--- src/rtl/btsq_pkg.sv ---
// Shared types, constants and widths for the batch ticket shift queue.
// No dependencies; btsq_out, btsq_ctrl, the top level, the checker and the testbench import it.
package btsq_pkg;

    // Queue geometry
    localparam int QUEUE_DEPTH = 16;
    localparam int PTR_W       = (QUEUE_DEPTH > 1) ? $clog2(QUEUE_DEPTH) : 1;
    localparam int CNT_W       = $clog2(QUEUE_DEPTH + 1);

    // Field widths fixed by the interface
    localparam int CMD_W    = 2;
    localparam int GS_W     = 8;
    localparam int OCC_W    = 5;
    localparam int TICKET_W = 32;

    // Compare width for group size against counts
    localparam int CMP_W = (CNT_W > GS_W) ? CNT_W : GS_W;

    // Stream widths
    localparam int S_DATA_W = 8;
    localparam int S_USER_W = CMD_W;
    localparam int M_DATA_W = 40;
    localparam int M_USER_W = 1;

    // Command codes carried on s_tuser
    typedef enum logic [CMD_W-1:0] {
        CMD_PUSH   = 2'd0,
        CMD_REMOVE = 2'd1,
        CMD_REPORT = 2'd2
    } cmd_t;

    // One result transaction
    typedef struct packed {
        logic                overflow;
        logic                underflow;
        logic [OCC_W-1:0]    occupancy;
        logic                entry_valid;
        logic [TICKET_W-1:0] ticket;
        logic                last;
    } out_item_t;

endpackage

--- src/rtl/btsq_ram.sv ---
// Generic single-port-write, single-port-read RAM with registered read data.
// No dependencies; contents have no reset.
module btsq_ram #(
    parameter int WIDTH = 32,
    parameter int DEPTH = 16
) (
    input  logic                                   aclk,
    input  logic                                   we,
    input  logic [((DEPTH > 1) ? $clog2(DEPTH) : 1)-1:0] waddr,
    input  logic [WIDTH-1:0]                       wdata,
    input  logic                                   re,
    input  logic [((DEPTH > 1) ? $clog2(DEPTH) : 1)-1:0] raddr,
    output logic [WIDTH-1:0]                       rdata
);

    logic [WIDTH-1:0] mem [DEPTH];

    // Write port
    always_ff @(posedge aclk) begin
        if (we) begin
            mem[waddr] <= wdata;
        end
    end

    // Registered read; data holds while re is low
    always_ff @(posedge aclk) begin
        if (re) begin
            rdata <= mem[raddr];
        end
    end

endmodule

--- src/rtl/btsq_out.sv ---
// Output register stage for the result stream: decouples the sequencer
// from m_tready. Depends on btsq_pkg.
module btsq_out (
    input  logic                                   aclk,
    input  logic                                   aresetn,
    input  logic                                   in_valid,
    output logic                                   in_ready,
    input  btsq_pkg::out_item_t                    in_item,
    output logic                                   m_tvalid,
    input  logic                                   m_tready,
    output logic [btsq_pkg::M_DATA_W-1:0]          m_tdata,  // overflow, underflow, occupancy[4:0], ticket[31:0], pad
    output logic [btsq_pkg::M_USER_W-1:0]          m_tuser,  // entry_valid
    output logic                                   m_tlast
);
    import btsq_pkg::*;

    logic      valid_reg;
    logic      valid_next;
    out_item_t item_reg;

    // Slot is free when empty or being drained this cycle
    assign in_ready   = !valid_reg || m_tready;
    assign valid_next = in_ready ? in_valid : valid_reg;

    always_ff @(posedge aclk) begin
        if (!aresetn) begin
            valid_reg <= 1'b0;
        end else begin
            valid_reg <= valid_next;
        end
    end

    // Payload, no reset
    always_ff @(posedge aclk) begin
        if (in_ready && in_valid) begin
            item_reg <= in_item;
        end
    end

    // Pack fields from bit 0 up
    assign m_tvalid = valid_reg;
    assign m_tdata  = {1'b0, item_reg.ticket, item_reg.occupancy,
                       item_reg.underflow, item_reg.overflow};
    assign m_tuser  = item_reg.entry_valid;
    assign m_tlast  = item_reg.last;

endmodule

--- src/rtl/btsq_ctrl.sv ---
// Command sequencer: keeps head/tail/count and the ticket counter, writes
// pushed tickets into the entry RAM and walks it for reports. Depends on btsq_pkg.
module btsq_ctrl (
    input  logic                                   aclk,
    input  logic                                   aresetn,
    input  logic                                   s_tvalid,
    output logic                                   s_tready,
    input  logic [btsq_pkg::S_DATA_W-1:0]          s_tdata,
    input  logic [btsq_pkg::S_USER_W-1:0]          s_tuser,
    output logic                                   ram_we,
    output logic [btsq_pkg::PTR_W-1:0]             ram_waddr,
    output logic [btsq_pkg::TICKET_W-1:0]          ram_wdata,
    output logic                                   ram_re,
    output logic [btsq_pkg::PTR_W-1:0]             ram_raddr,
    input  logic [btsq_pkg::TICKET_W-1:0]          ram_rdata,
    output logic                                   out_valid,
    input  logic                                   out_ready,
    output btsq_pkg::out_item_t                    out_item
);
    import btsq_pkg::*;

    typedef enum logic [2:0] {
        ST_IDLE,
        ST_PUSH,
        ST_REPORT_RD,
        ST_REPORT_EMIT,
        ST_RESULT
    } state_t;

    state_t                state_reg,   state_next;
    logic [PTR_W-1:0]      head_reg,    head_next;
    logic [PTR_W-1:0]      tail_reg,    tail_next;
    logic [CNT_W-1:0]      count_reg,   count_next;
    logic [TICKET_W-1:0]   counter_reg, counter_next;
    logic [CNT_W-1:0]      fit_reg,     fit_next;
    logic [GS_W-1:0]       skip_reg,    skip_next;
    logic [PTR_W-1:0]      rd_ptr_reg,  rd_ptr_next;
    logic [CNT_W-1:0]      rem_reg,     rem_next;
    logic                  ovf_reg,     ovf_next;
    logic                  unf_reg,     unf_next;

    logic [GS_W-1:0]       gs;
    logic [CNT_W-1:0]      room;
    logic [CMP_W-1:0]      n_ext;
    logic [CMP_W-1:0]      room_ext;
    logic [CNT_W-1:0]      fit;
    logic [PTR_W:0]        head_sum;
    logic [TICKET_W-1:0]   ticket_inc;

    function automatic logic [PTR_W-1:0] ptr_inc(input logic [PTR_W-1:0] p);
        logic [PTR_W-1:0] r;
        if (p == PTR_W'(QUEUE_DEPTH - 1)) begin
            r = '0;
        end else begin
            r = p + PTR_W'(1);
        end
        return r;
    endfunction

    assign s_tready = (state_reg == ST_IDLE);
    assign gs       = s_tdata[GS_W-1:0];

    // Push sizing: how many arrivals fit, how many tickets are skipped
    assign room     = CNT_W'(QUEUE_DEPTH) - count_reg;
    assign n_ext    = CMP_W'(gs);
    assign room_ext = CMP_W'(room);
    assign fit      = (n_ext < room_ext) ? CNT_W'(n_ext) : CNT_W'(room_ext);

    // Head advance on remove; sum stays below twice the depth
    assign head_sum   = (PTR_W+1)'(head_reg) + (PTR_W+1)'(gs);
    assign ticket_inc = counter_reg + TICKET_W'(1);

    // Next-state logic
    always_comb begin
        state_next   = state_reg;
        head_next    = head_reg;
        tail_next    = tail_reg;
        count_next   = count_reg;
        counter_next = counter_reg;
        fit_next     = fit_reg;
        skip_next    = skip_reg;
        rd_ptr_next  = rd_ptr_reg;
        rem_next     = rem_reg;
        ovf_next     = ovf_reg;
        unf_next     = unf_reg;

        ram_we    = 1'b0;
        ram_waddr = tail_reg;
        ram_wdata = ticket_inc;
        ram_re    = 1'b0;
        ram_raddr = rd_ptr_reg;

        out_valid            = 1'b0;
        out_item.overflow    = 1'b0;
        out_item.underflow   = 1'b0;
        out_item.occupancy   = OCC_W'(count_reg);
        out_item.entry_valid = 1'b0;
        out_item.ticket      = '0;
        out_item.last        = 1'b1;

        case (state_reg)
            ST_IDLE: begin
                if (s_tvalid) begin
                    ovf_next  = 1'b0;
                    unf_next  = 1'b0;
                    skip_next = '0;
                    case (cmd_t'(s_tuser))
                        CMD_PUSH: begin
                            fit_next  = fit;
                            skip_next = GS_W'(n_ext - CMP_W'(fit));
                            ovf_next  = (n_ext > CMP_W'(fit));
                            state_next = (fit == '0) ? ST_RESULT : ST_PUSH;
                        end
                        CMD_REMOVE: begin
                            if (n_ext > CMP_W'(count_reg)) begin
                                unf_next   = 1'b1;
                                count_next = '0;
                                head_next  = tail_reg;
                            end else begin
                                count_next = count_reg - CNT_W'(gs);
                                if (head_sum >= (PTR_W+1)'(QUEUE_DEPTH)) begin
                                    head_next = PTR_W'(head_sum - (PTR_W+1)'(QUEUE_DEPTH));
                                end else begin
                                    head_next = PTR_W'(head_sum);
                                end
                            end
                            state_next = ST_RESULT;
                        end
                        CMD_REPORT: begin
                            rd_ptr_next = head_reg;
                            rem_next    = count_reg;
                            state_next  = (count_reg == '0) ? ST_RESULT : ST_REPORT_RD;
                        end
                        default: begin
                            state_next = ST_RESULT;
                        end
                    endcase
                end
            end

            // One ticket written per cycle at the tail
            ST_PUSH: begin
                ram_we       = 1'b1;
                counter_next = ticket_inc;
                tail_next    = ptr_inc(tail_reg);
                count_next   = count_reg + CNT_W'(1);
                fit_next     = fit_reg - CNT_W'(1);
                if (fit_reg == CNT_W'(1)) begin
                    state_next = ST_RESULT;
                end
            end

            // First read of a report walk
            ST_REPORT_RD: begin
                ram_re      = 1'b1;
                rd_ptr_next = ptr_inc(rd_ptr_reg);
                state_next  = ST_REPORT_EMIT;
            end

            // Present read data; on acceptance fetch the next entry
            ST_REPORT_EMIT: begin
                out_valid            = 1'b1;
                out_item.entry_valid = 1'b1;
                out_item.ticket      = ram_rdata;
                out_item.last        = (rem_reg == CNT_W'(1));
                if (out_ready) begin
                    rem_next = rem_reg - CNT_W'(1);
                    if (rem_reg == CNT_W'(1)) begin
                        state_next = ST_IDLE;
                    end else begin
                        ram_re      = 1'b1;
                        rd_ptr_next = ptr_inc(rd_ptr_reg);
                    end
                end
            end

            // Single status result; skipped tickets are charged here
            ST_RESULT: begin
                out_valid          = 1'b1;
                out_item.overflow  = ovf_reg;
                out_item.underflow = unf_reg;
                if (out_ready) begin
                    counter_next = counter_reg + TICKET_W'(skip_reg);
                    state_next   = ST_IDLE;
                end
            end

            default: begin
                state_next = ST_IDLE;
            end
        endcase
    end

    // State and registers
    always_ff @(posedge aclk) begin
        if (!aresetn) begin
            state_reg   <= ST_IDLE;
            head_reg    <= '0;
            tail_reg    <= '0;
            count_reg   <= '0;
            counter_reg <= '0;
        end else begin
            state_reg   <= state_next;
            head_reg    <= head_next;
            tail_reg    <= tail_next;
            count_reg   <= count_next;
            counter_reg <= counter_next;
        end
        fit_reg    <= fit_next;
        skip_reg   <= skip_next;
        rd_ptr_reg <= rd_ptr_next;
        rem_reg    <= rem_next;
        ovf_reg    <= ovf_next;
        unf_reg    <= unf_next;
    end

endmodule

--- src/rtl/batch_ticket_shift_queue_core.sv ---
// Top level of the batch ticket shift queue: entry RAM, command sequencer
// and result register. Depends on btsq_pkg, btsq_ram, btsq_ctrl, btsq_out.
//
//  Channel  | Dir | tdata                                       | tuser        | tlast
//  ---------+-----+---------------------------------------------+--------------+------
//  s_       | in  | group_size[7:0]                             | command[1:0] | -
//  m_       | out | ovf, unf, occupancy[4:0], ticket[31:0], pad | entry_valid  | last
//
//  Entries live in a circular buffer in one RAM (head, tail, count), so a
//  remove only moves the head and the count. Push: one RAM write per fitted
//  ticket, then the status result. Report: one result per cycle after the
//  first RAM read unless m_tready stalls it. Remove and other codes: status only.
//  Reset clears count, pointers and ticket counter at once; no clearing pass.
//  m_tready low stalls the sequencer; s_tready is high whenever it is idle.
module batch_ticket_shift_queue_core (
    input  logic                                   aclk,
    input  logic                                   aresetn,
    input  logic                                   s_tvalid,
    output logic                                   s_tready,
    input  logic [btsq_pkg::S_DATA_W-1:0]          s_tdata,  // group_size[7:0]
    input  logic [btsq_pkg::S_USER_W-1:0]          s_tuser,  // command[1:0]
    output logic                                   m_tvalid,
    input  logic                                   m_tready,
    output logic [btsq_pkg::M_DATA_W-1:0]          m_tdata,  // overflow, underflow, occupancy[4:0], ticket[31:0], pad
    output logic [btsq_pkg::M_USER_W-1:0]          m_tuser,  // entry_valid
    output logic                                   m_tlast
);
    import btsq_pkg::*;

    logic                ram_we;
    logic [PTR_W-1:0]    ram_waddr;
    logic [TICKET_W-1:0] ram_wdata;
    logic                ram_re;
    logic [PTR_W-1:0]    ram_raddr;
    logic [TICKET_W-1:0] ram_rdata;
    logic                out_valid;
    logic                out_ready;
    out_item_t           out_item;

    // Entry storage; writes only in push, reads only in report, never overlapping
    btsq_ram #(
        .WIDTH (TICKET_W),
        .DEPTH (QUEUE_DEPTH)
    ) u_ram (
        .aclk  (aclk),
        .we    (ram_we),
        .waddr (ram_waddr),
        .wdata (ram_wdata),
        .re    (ram_re),
        .raddr (ram_raddr),
        .rdata (ram_rdata)
    );

    // Command sequencer
    btsq_ctrl u_ctrl (
        .aclk      (aclk),
        .aresetn   (aresetn),
        .s_tvalid  (s_tvalid),
        .s_tready  (s_tready),
        .s_tdata   (s_tdata),
        .s_tuser   (s_tuser),
        .ram_we    (ram_we),
        .ram_waddr (ram_waddr),
        .ram_wdata (ram_wdata),
        .ram_re    (ram_re),
        .ram_raddr (ram_raddr),
        .ram_rdata (ram_rdata),
        .out_valid (out_valid),
        .out_ready (out_ready),
        .out_item  (out_item)
    );

    // Result register
    btsq_out u_out (
        .aclk     (aclk),
        .aresetn  (aresetn),
        .in_valid (out_valid),
        .in_ready (out_ready),
        .in_item  (out_item),
        .m_tvalid (m_tvalid),
        .m_tready (m_tready),
        .m_tdata  (m_tdata),
        .m_tuser  (m_tuser),
        .m_tlast  (m_tlast)
    );

endmodule

--- config.mk ---
export PLATFORM = sky130hd
export DESIGN_NAME = batch_ticket_shift_queue_core
export DESIGN_NICKNAME = d
export VERILOG_FILES = /design/src/rtl/btsq_pkg.sv /design/src/rtl/btsq_ram.sv /design/src/rtl/btsq_out.sv /design/src/rtl/btsq_ctrl.sv /design/src/rtl/batch_ticket_shift_queue_core.sv
export SDC_FILE = /design/constraint.sdc
export NUM_CORES = 1
export LEC_CHECK = 0
export BUFFER_PORTS_ARGS = -buffer_cell sky130_fd_sc_hd__clkbuf_2
export CAP_MARGIN = 20
export CORE_ASPECT_RATIO = 0.6
export CORE_MARGIN = 2
export CORE_UTILIZATION = 55
export DETAILED_ROUTE_END_ITERATION = 7
export GPL_TIMING_DRIVEN = 1
export PLACE_DENSITY = 0.81
export SLEW_MARGIN = 30
export SYNTH_ARGS = -nofsm -noshare
export SYNTH_HDL_FRONTEND = slang
export SYNTH_SLANG_ARGS = --single-unit
export TNS_END_PERCENT = 100
--- constraint.sdc ---
create_clock -name aclk -period 8.5 [get_ports aclk]
set_input_delay 0.85 -clock aclk [delete_from_list [all_inputs] [get_ports aclk]]
set_output_delay 0.85 -clock aclk [all_outputs]
set_load 0.03 [all_outputs]
# Yosys cells after proc, flatten, opt, wreduce, memory -nomap -nowiden
# Memory sizes are Yosys's and may differ from the RTL's. A register that Yosys moved wholly into a read port is not among the register bits.
# Cells that the tools add are included.
totals:
  ff_bits: 114
  mem_bits_rw: 512
  input_bits: 14
  output_inout_bits: 44
  word_cells: 115
  mem_count: 1
memory_table:
  columns: ["name", "depth", "word_bits", "read_ports", "rd_clocked_by_memory_dff", "wr", "line_no", "rtl"]
  rows:
  - ["u_ram.mem", 16, 32, 1, 1, 1, "btsq_ram.sv:16", "logic [WIDTH-1:0] mem [DEPTH];"]
classes:
  n_addsub: 12
  magnitude_cmp: 4
  eq_ne: 19
  mux: 41
  n_reduce_logical: 20
op_table:
  columns: ["op", "count"]
  rows:
  - ["one-hot mux 32 bit (2 select lines)", 1]
  - ["two-way mux 5 bit", 9]
  - ["two-way mux 34 bit", 1]
  - ["adder 32 x 1 -> 32 bit, second input constant", 1]
  - ["adder 32 x 8 -> 32 bit", 1]
  - ["two-way mux 32 bit", 1]
  - ["two-way mux 4 bit", 8]
  - ["one-hot mux 5 bit (2 select lines)", 3]
  - ["two-way mux 3 bit", 7]
  - ["greater-than comparator 8 x 5 -> 1 bit", 2]
  - ["one-hot mux 3 bit (5 select lines)", 1]
  - ["inequality test 2 x 1 -> 1 bit, second input constant", 7]
  - ["one-hot mux 4 bit (3 select lines)", 1]
  - ["equality test 5 x 1 -> 1 bit, second input constant", 2]
  - ["zero test 5 bit", 2]
  - ["AND reduction 5 bit", 2]
  - ["subtractor 5 x 1 -> 5 bit, second input constant", 2]
  - ["AND reduction 3 bit", 3]
  - ["adder 4 x 1 -> 4 bit, second input constant", 2]
  - ["equality test 4 bit, second input constant", 2]
  - ["< comparator 8 x 5 -> 1 bit", 1]
  - ["subtractor 8 x 5 -> 8 bit", 1]
  - ["two-way mux 1 bit", 7]
  - ["equality test 3 x 2 -> 1 bit, second input constant", 2]
  - ["23 further kinds", 27]

# Depth between registers and ports, before layout
depth:
  ltp_word: 8
  mapped_depth: 18
  mapped_depth_nobuf: 18

# Modules after synthesis
# A second synthesis with hierarchy kept.
unflattened:
  hier_cells: 1626
  area_unflattened_um2: 27318.7
by_module_without_submodules:
  columns: ["mod", "n_inst", "cells_per_inst", "area_each_um2", "seq_area_each_um2"]
  rows:
  - ["btsq_ram", 1, 838, 20155.6, 16335.7]
  - ["btsq_ctrl", 1, 740, 5863.1, 1681.6]
  - ["btsq_out", 1, 48, 1300.0, 1251.2]

# Worst setup path after synthesis
# OpenSTA, ideal clock, no wires.
synth_timing:
  kind: "register to register"
  start: "reg u_ctrl.state_reg[0]"
  end: "mem u_ram.mem[0][0], enable pin"
  arrival_time_ps: 3642
  path_slack_ps: 4397
  stages_incl_launch_ff: 9
  n_path_buf: 4
  cell_sequence: "dfxtp_1 buf_4 nor2b_1 buf_2 nor2b_1 clkbuf_1 buf_2 nand2_1 nor3_1"
synth_via:
  elab_chain_cells: 4
synth_rtl:
  columns: ["element", "line_no", "rtl"]
  rows:
  - ["from (decl)", "btsq_ctrl.sv:30", "state_t state_reg, state_next;"]
  - ["from (signal assigned)", "btsq_ctrl.sv:203", "state_reg <= state_next;"]
  - ["equality test 3 x 1 -> 1 bit", "btsq_ctrl.sv:101", "case (state_reg)"]
  - ["two-way mux 1 bit", "btsq_ctrl.sv:101", null]
  - ["two-way mux 1 bit", "btsq_ram.sv:20", "if (we) begin"]
  - ["two-way mux 1 bit (implied by the code)", "btsq_ram.sv:21", "mem[waddr] <= wdata;"]
  - ["to (decl)", "btsq_ram.sv:16", null]
# Every way passes these cells.

# Worst setup path after layout
layout_timing:
  start: "reg u_ctrl.count_reg[1]"
  end: "reg u_ctrl.ovf_reg (data pin)"
layout_via:
  elab_chain_cells: 4
layout_rtl:
  columns: ["element", "line_no", "rtl"]
  rows:
  - ["from (decl)", "btsq_ctrl.sv:33", "logic [CNT_W-1:0] count_reg, count_next;"]
  - ["from (signal assigned)", "btsq_ctrl.sv:206", "count_reg <= count_next;"]
  - ["subtractor 5 bit *", "btsq_ctrl.sv:64", "assign room = CNT_W'(QUEUE_DEPTH) - count_reg;"]
  - ["< comparator 8 x 5 -> 1 bit", "btsq_ctrl.sv:67", "assign fit = (n_ext < room_ext) ? CNT_W'(n_ext) : CNT_W'(room_ext);"]
  - ["two-way mux 5 bit *", "btsq_ctrl.sv:67", null]
  - ["greater-than comparator 8 x 5 -> 1 bit *", "btsq_ctrl.sv:111", "ovf_next = (n_ext > CMP_W'(fit));"]
  - ["to (signal assigned)", "btsq_ctrl.sv:213", "ovf_reg <= ovf_next;"]
  - ["to (decl)", "btsq_ctrl.sv:39", "logic ovf_reg, ovf_next;"]
# Mark *: on every way between the ends. The rest lies on a longest branch, timed or not.
# A chain may end at the register's enable or synchronous reset.

==> impl_summary.log <==
INFO  metric path_class = reg -> reg
INFO  metric worst_ep_arrival_time = 5.00 ns
INFO  metric synth_top_cells_by_area = sky130_fd_sc_hd__edfxtp_1 (67%), sky130_fd_sc_hd__mux4_2 (13%), sky130_fd_sc_hd__dfxtp_1 (3.6%)
INFO  metric hold_start = u_ctrl.unf_reg$_SDFFCE_PP0P_
INFO  metric worst_setup_path_start_kind = flip-flop
INFO  metric status = completed
INFO  metric row_count = 63
INFO  metric synth-seq-cells = 658
INFO  metric wirelength_routed = 64.29 mm
INFO  metric power.total = 0.008214 W
INFO  metric fin_worst_skew = 0.01494 ns
INFO  metric cts.root.buffer_cell = sky130_fd_sc_hd__clkbuf_16
INFO  metric post_cts_buffers = 0
INFO  metric setup_viol_count_final = 0
INFO  metric cts_num_sinks = 658
INFO  metric drive_above_1_share = 25.17%
INFO  metric synth_top_area_cell = sky130_fd_sc_hd__edfxtp_1
INFO  metric fmax = 215.3 MHz
INFO  metric maxCapViolations = 0
INFO  metric antenna_found_initial = 2
INFO  metric postCtsResizedCells = 0
INFO  metric syn-mean-instance-area = 17.86 um2
INFO  metric yosysUniqueCellTypes = 74
INFO  metric final_period_minus_worst_setup_slack = 4.646 ns
INFO  metric synth_nets = 1595
INFO  metric cts_htree_levels = 2
INFO  metric layout.core_utilization = 62.95%
INFO  metric ff2ff_setup_slack = 3.85 ns
INFO  metric ys_warn_count = 0
INFO  metric globalRoute.totalOverflow = 0
INFO  metric hold_wc_path_type = reg -> reg
INFO  metric nFillCells = 3247
INFO  metric multiInputGateArea = 7991 um2
INFO  metric largest_register_ffs = 512
INFO  metric detailroute.via_count = 14.98k
INFO  metric count_of_endpoints_failing_hold_in_the_final_timing_report = 0
INFO  metric num_io_pins = 58
INFO  metric clkTransAtPathRegs = 0.07 ns
INFO  metric post-route-period-util = 54.66%
INFO  metric global_route_wire_length_before_repair = 96.11 mm
INFO  metric grt_setup_unrepaired = no
INFO  metric synth_async_sr_flop_share = 0%
INFO  metric clock_tree.buffer_depth = 3
INFO  metric area_growth_syn_to_layout = 13.12%
INFO  metric dp.final_hpwl = 38.16 mm
INFO  metric critPathLaunch = u_ctrl.count_reg[1]$_SDFFE_PN0P_
INFO  metric mappedNetlistArea = 27420 um2
INFO  metric die_area = 51710 um2
INFO  metric mean_number_of_vias_per_cell = 6.526
INFO  metric synth-main-ff-cell = sky130_fd_sc_hd__edfxtp_1
INFO  metric tritoncts_clock_tree = yes
INFO  metric seq_area = 19270 um2
INFO  metric leakagePower = 10.68 nW
INFO  metric clock_insertion_delay_worst_skew = 0.61 ns
INFO  metric finalMaxSlewViolations = 0
INFO  metric setup_tns = 0 ns
INFO  metric tightestPinTransition = 0.9595 ns
INFO  metric synthTopCellsByCount = sky130_fd_sc_hd__edfxtp_1 (609), sky130_fd_sc_hd__mux4_2 (160), sky130_fd_sc_hd__nor2_1 (65)
INFO  metric grt_max_degree = 112
INFO  metric reg2reg_from = u_ctrl.count_reg[1]$_SDFFE_PN0P_
INFO  metric synth_largest_type_area_fraction = 66.70%
INFO  metric yosysSeqAreaShare = 70.28%
INFO  metric drtPass1Iterations = 5
INFO  metric power_density = 264.9 nW/um2
INFO  metric drc = 0
INFO  metric post-route-worst-setup-slack = 3.854 ns
INFO  metric largest_register_by_flop_count = u_ram.mem
INFO  metric synth.most_common_cell = sky130_fd_sc_hd__edfxtp_1
INFO  metric place_worst_setup_slack = 3.980 ns
INFO  metric vdd.ir_drop.worst = 0.2245 mV
INFO  metric wl_per_cell = 28.00 um
INFO  metric placeableCoreArea = 49270 um2
INFO  metric required = 8.85 ns
INFO  metric crit_fanout = 9
INFO  metric numPortBuffers = 56
INFO  metric globalRouteTotalUtil = 25.23%
INFO  metric grt_pass1_vias = 15.01k
INFO  metric synthesis.instances = 1535
INFO  metric die_height = 176.9 um
INFO  metric dr.first_iter.drc_count = 2002
INFO  metric synth-edff-count = 609
INFO  metric end_kind = flip-flop
INFO  metric maxSlewHeadroom = 35.72%
INFO  metric start_util = 55.65%
INFO  metric gp_congestion = 0.9647
INFO  metric cts_inserted_buffers = 55
INFO  metric finalNetCount = 1661
INFO  metric drt.antenna.violating_nets = 0
INFO  metric die_w = 292.2 um
INFO  metric cts.hold.buffers_added = 0
[cells by family (layout without fill, tap and decap cells)]
kind of cell / count (synthesis) / after routing / synth area share, %
compound gates: 175 / 175 / 4.117
xor+xnor: 62 / 62 / 1.981
fa+ha+maj: 46 / 46 / 2.209
buf+inv: 123 / 233 / 1.862
flops: 658 / 658 / 70.28
mux: 173 / 173 / 13.64
other cells: 1 / 2 / 0.01368
simple gates: 297 / 297 / 5.901
[cell type report]
class / instances / area share (%)
Sequential cell: 658 / 62.13
Clock buffer: 65 / 4.627
Timing Repair Buffer: 96 / 3.022
Multi-Input combinational cell: 754 / 25.77
Clock inverter: 36 / 1.384
Tap cell: 650 / 2.622
Antenna cell: 1 / 0.008069
Inverter: 36 / 0.4357
[layout by cell type, fill, tap and decap left out, types with 9 or more instances in the layout]
cell type,instances
sky130_fd_sc_hd__clkbuf_2,56
sky130_fd_sc_hd__nand4_1,13
sky130_fd_sc_hd__xor2_1,18
sky130_fd_sc_hd__clkbuf_1,9
sky130_fd_sc_hd__clkinv_2,9
sky130_fd_sc_hd__a21oi_1,47
sky130_fd_sc_hd__or3_1,11
sky130_fd_sc_hd__nand2_1,55
sky130_fd_sc_hd__nor2_4,15
sky130_fd_sc_hd__xnor2_1,19
sky130_fd_sc_hd__ha_1,42
sky130_fd_sc_hd__buf_16,16
sky130_fd_sc_hd__clkinv_1,11
sky130_fd_sc_hd__a21o_1,10
sky130_fd_sc_hd__and3_1,41
sky130_fd_sc_hd__o21ai_0,49
sky130_fd_sc_hd__a31oi_1,9
sky130_fd_sc_hd__xor2_2,16
sky130_fd_sc_hd__buf_4,20
sky130_fd_sc_hd__edfxtp_1,609
sky130_fd_sc_hd__mux4_2,160
sky130_fd_sc_hd__nor2b_1,9
sky130_fd_sc_hd__xnor2_2,9
sky130_fd_sc_hd__nand3_1,24
sky130_fd_sc_hd__mux2i_1,9
sky130_fd_sc_hd__clkbuf_16,56
sky130_fd_sc_hd__nor3_1,16
sky130_fd_sc_hd__inv_1,35
sky130_fd_sc_hd__nor2_1,52
sky130_fd_sc_hd__dfxtp_1,48
[path summary, 6_finish.rpt]
path,to,cells after the start
min,u_out.m_tdata[1]$_SDFFCE_PP0P_,1
max reg2reg,u_ctrl.ovf_reg$_SDFFCE_PN0P_,18
min reg2reg,u_out.m_tdata[1]$_SDFFCE_PP0P_,1
max,u_ctrl.ovf_reg$_SDFFCE_PN0P_,18
[metal layers]
metal / up-vias / global-route usage, % / routed length [um]
li1: 6253 / - / -
met3: 115 / 5.048 / 6588
met4: 2 / 5.026 / 1258
met2: 934 / 39.65 / 29950
met1: 7679 / 37.41 / 26480
met5: - / 0 / 7
[worst max-delay path, stage by stage, from the launching register on]
cell	delay [ns]
sky130_fd_sc_hd__dfxtp_1	0.56
sky130_fd_sc_hd__inv_1	0.13
sky130_fd_sc_hd__ha_1	0.22
sky130_fd_sc_hd__and3_1	0.19
sky130_fd_sc_hd__ha_1	0.31
sky130_fd_sc_hd__ha_1	0.27
sky130_fd_sc_hd__o21ai_0	0.07
sky130_fd_sc_hd__a21oi_1	0.07
sky130_fd_sc_hd__nor3_2	0.47
sky130_fd_sc_hd__mux2i_1	0.31
sky130_fd_sc_hd__ha_1	0.21
sky130_fd_sc_hd__inv_1	0.05
sky130_fd_sc_hd__fa_1	0.39
sky130_fd_sc_hd__a21o_1	0.17
sky130_fd_sc_hd__a21oi_1	0.18
sky130_fd_sc_hd__nor2b_1	0.09
sky130_fd_sc_hd__nor3_1	0.35
sky130_fd_sc_hd__a31oi_1	0.08
sky130_fd_sc_hd__o31a_1	0.25
[report_power, final]
part           internal [W]  switching, W  leakage [nW]  total (W)
Clock               0.00146       0.00118         0.899    0.00264
Combinational      0.000653       0.00104          3.37    0.00169
Sequential          0.00379     0.0000986          6.41    0.00389
[stage by stage]
stage	instance area, um2	std cells	hold slack [ns]
final	31010	2296	0.5358
after floorplan	27420	1535	0.4323
after global placement	28450	2176	0.5000
after detailed placement	29050	2193	0.5224
after global routing	31010	2295	0.5518
after CTS	30910	2294	0.5389
(Power assumes the default switching activity.)
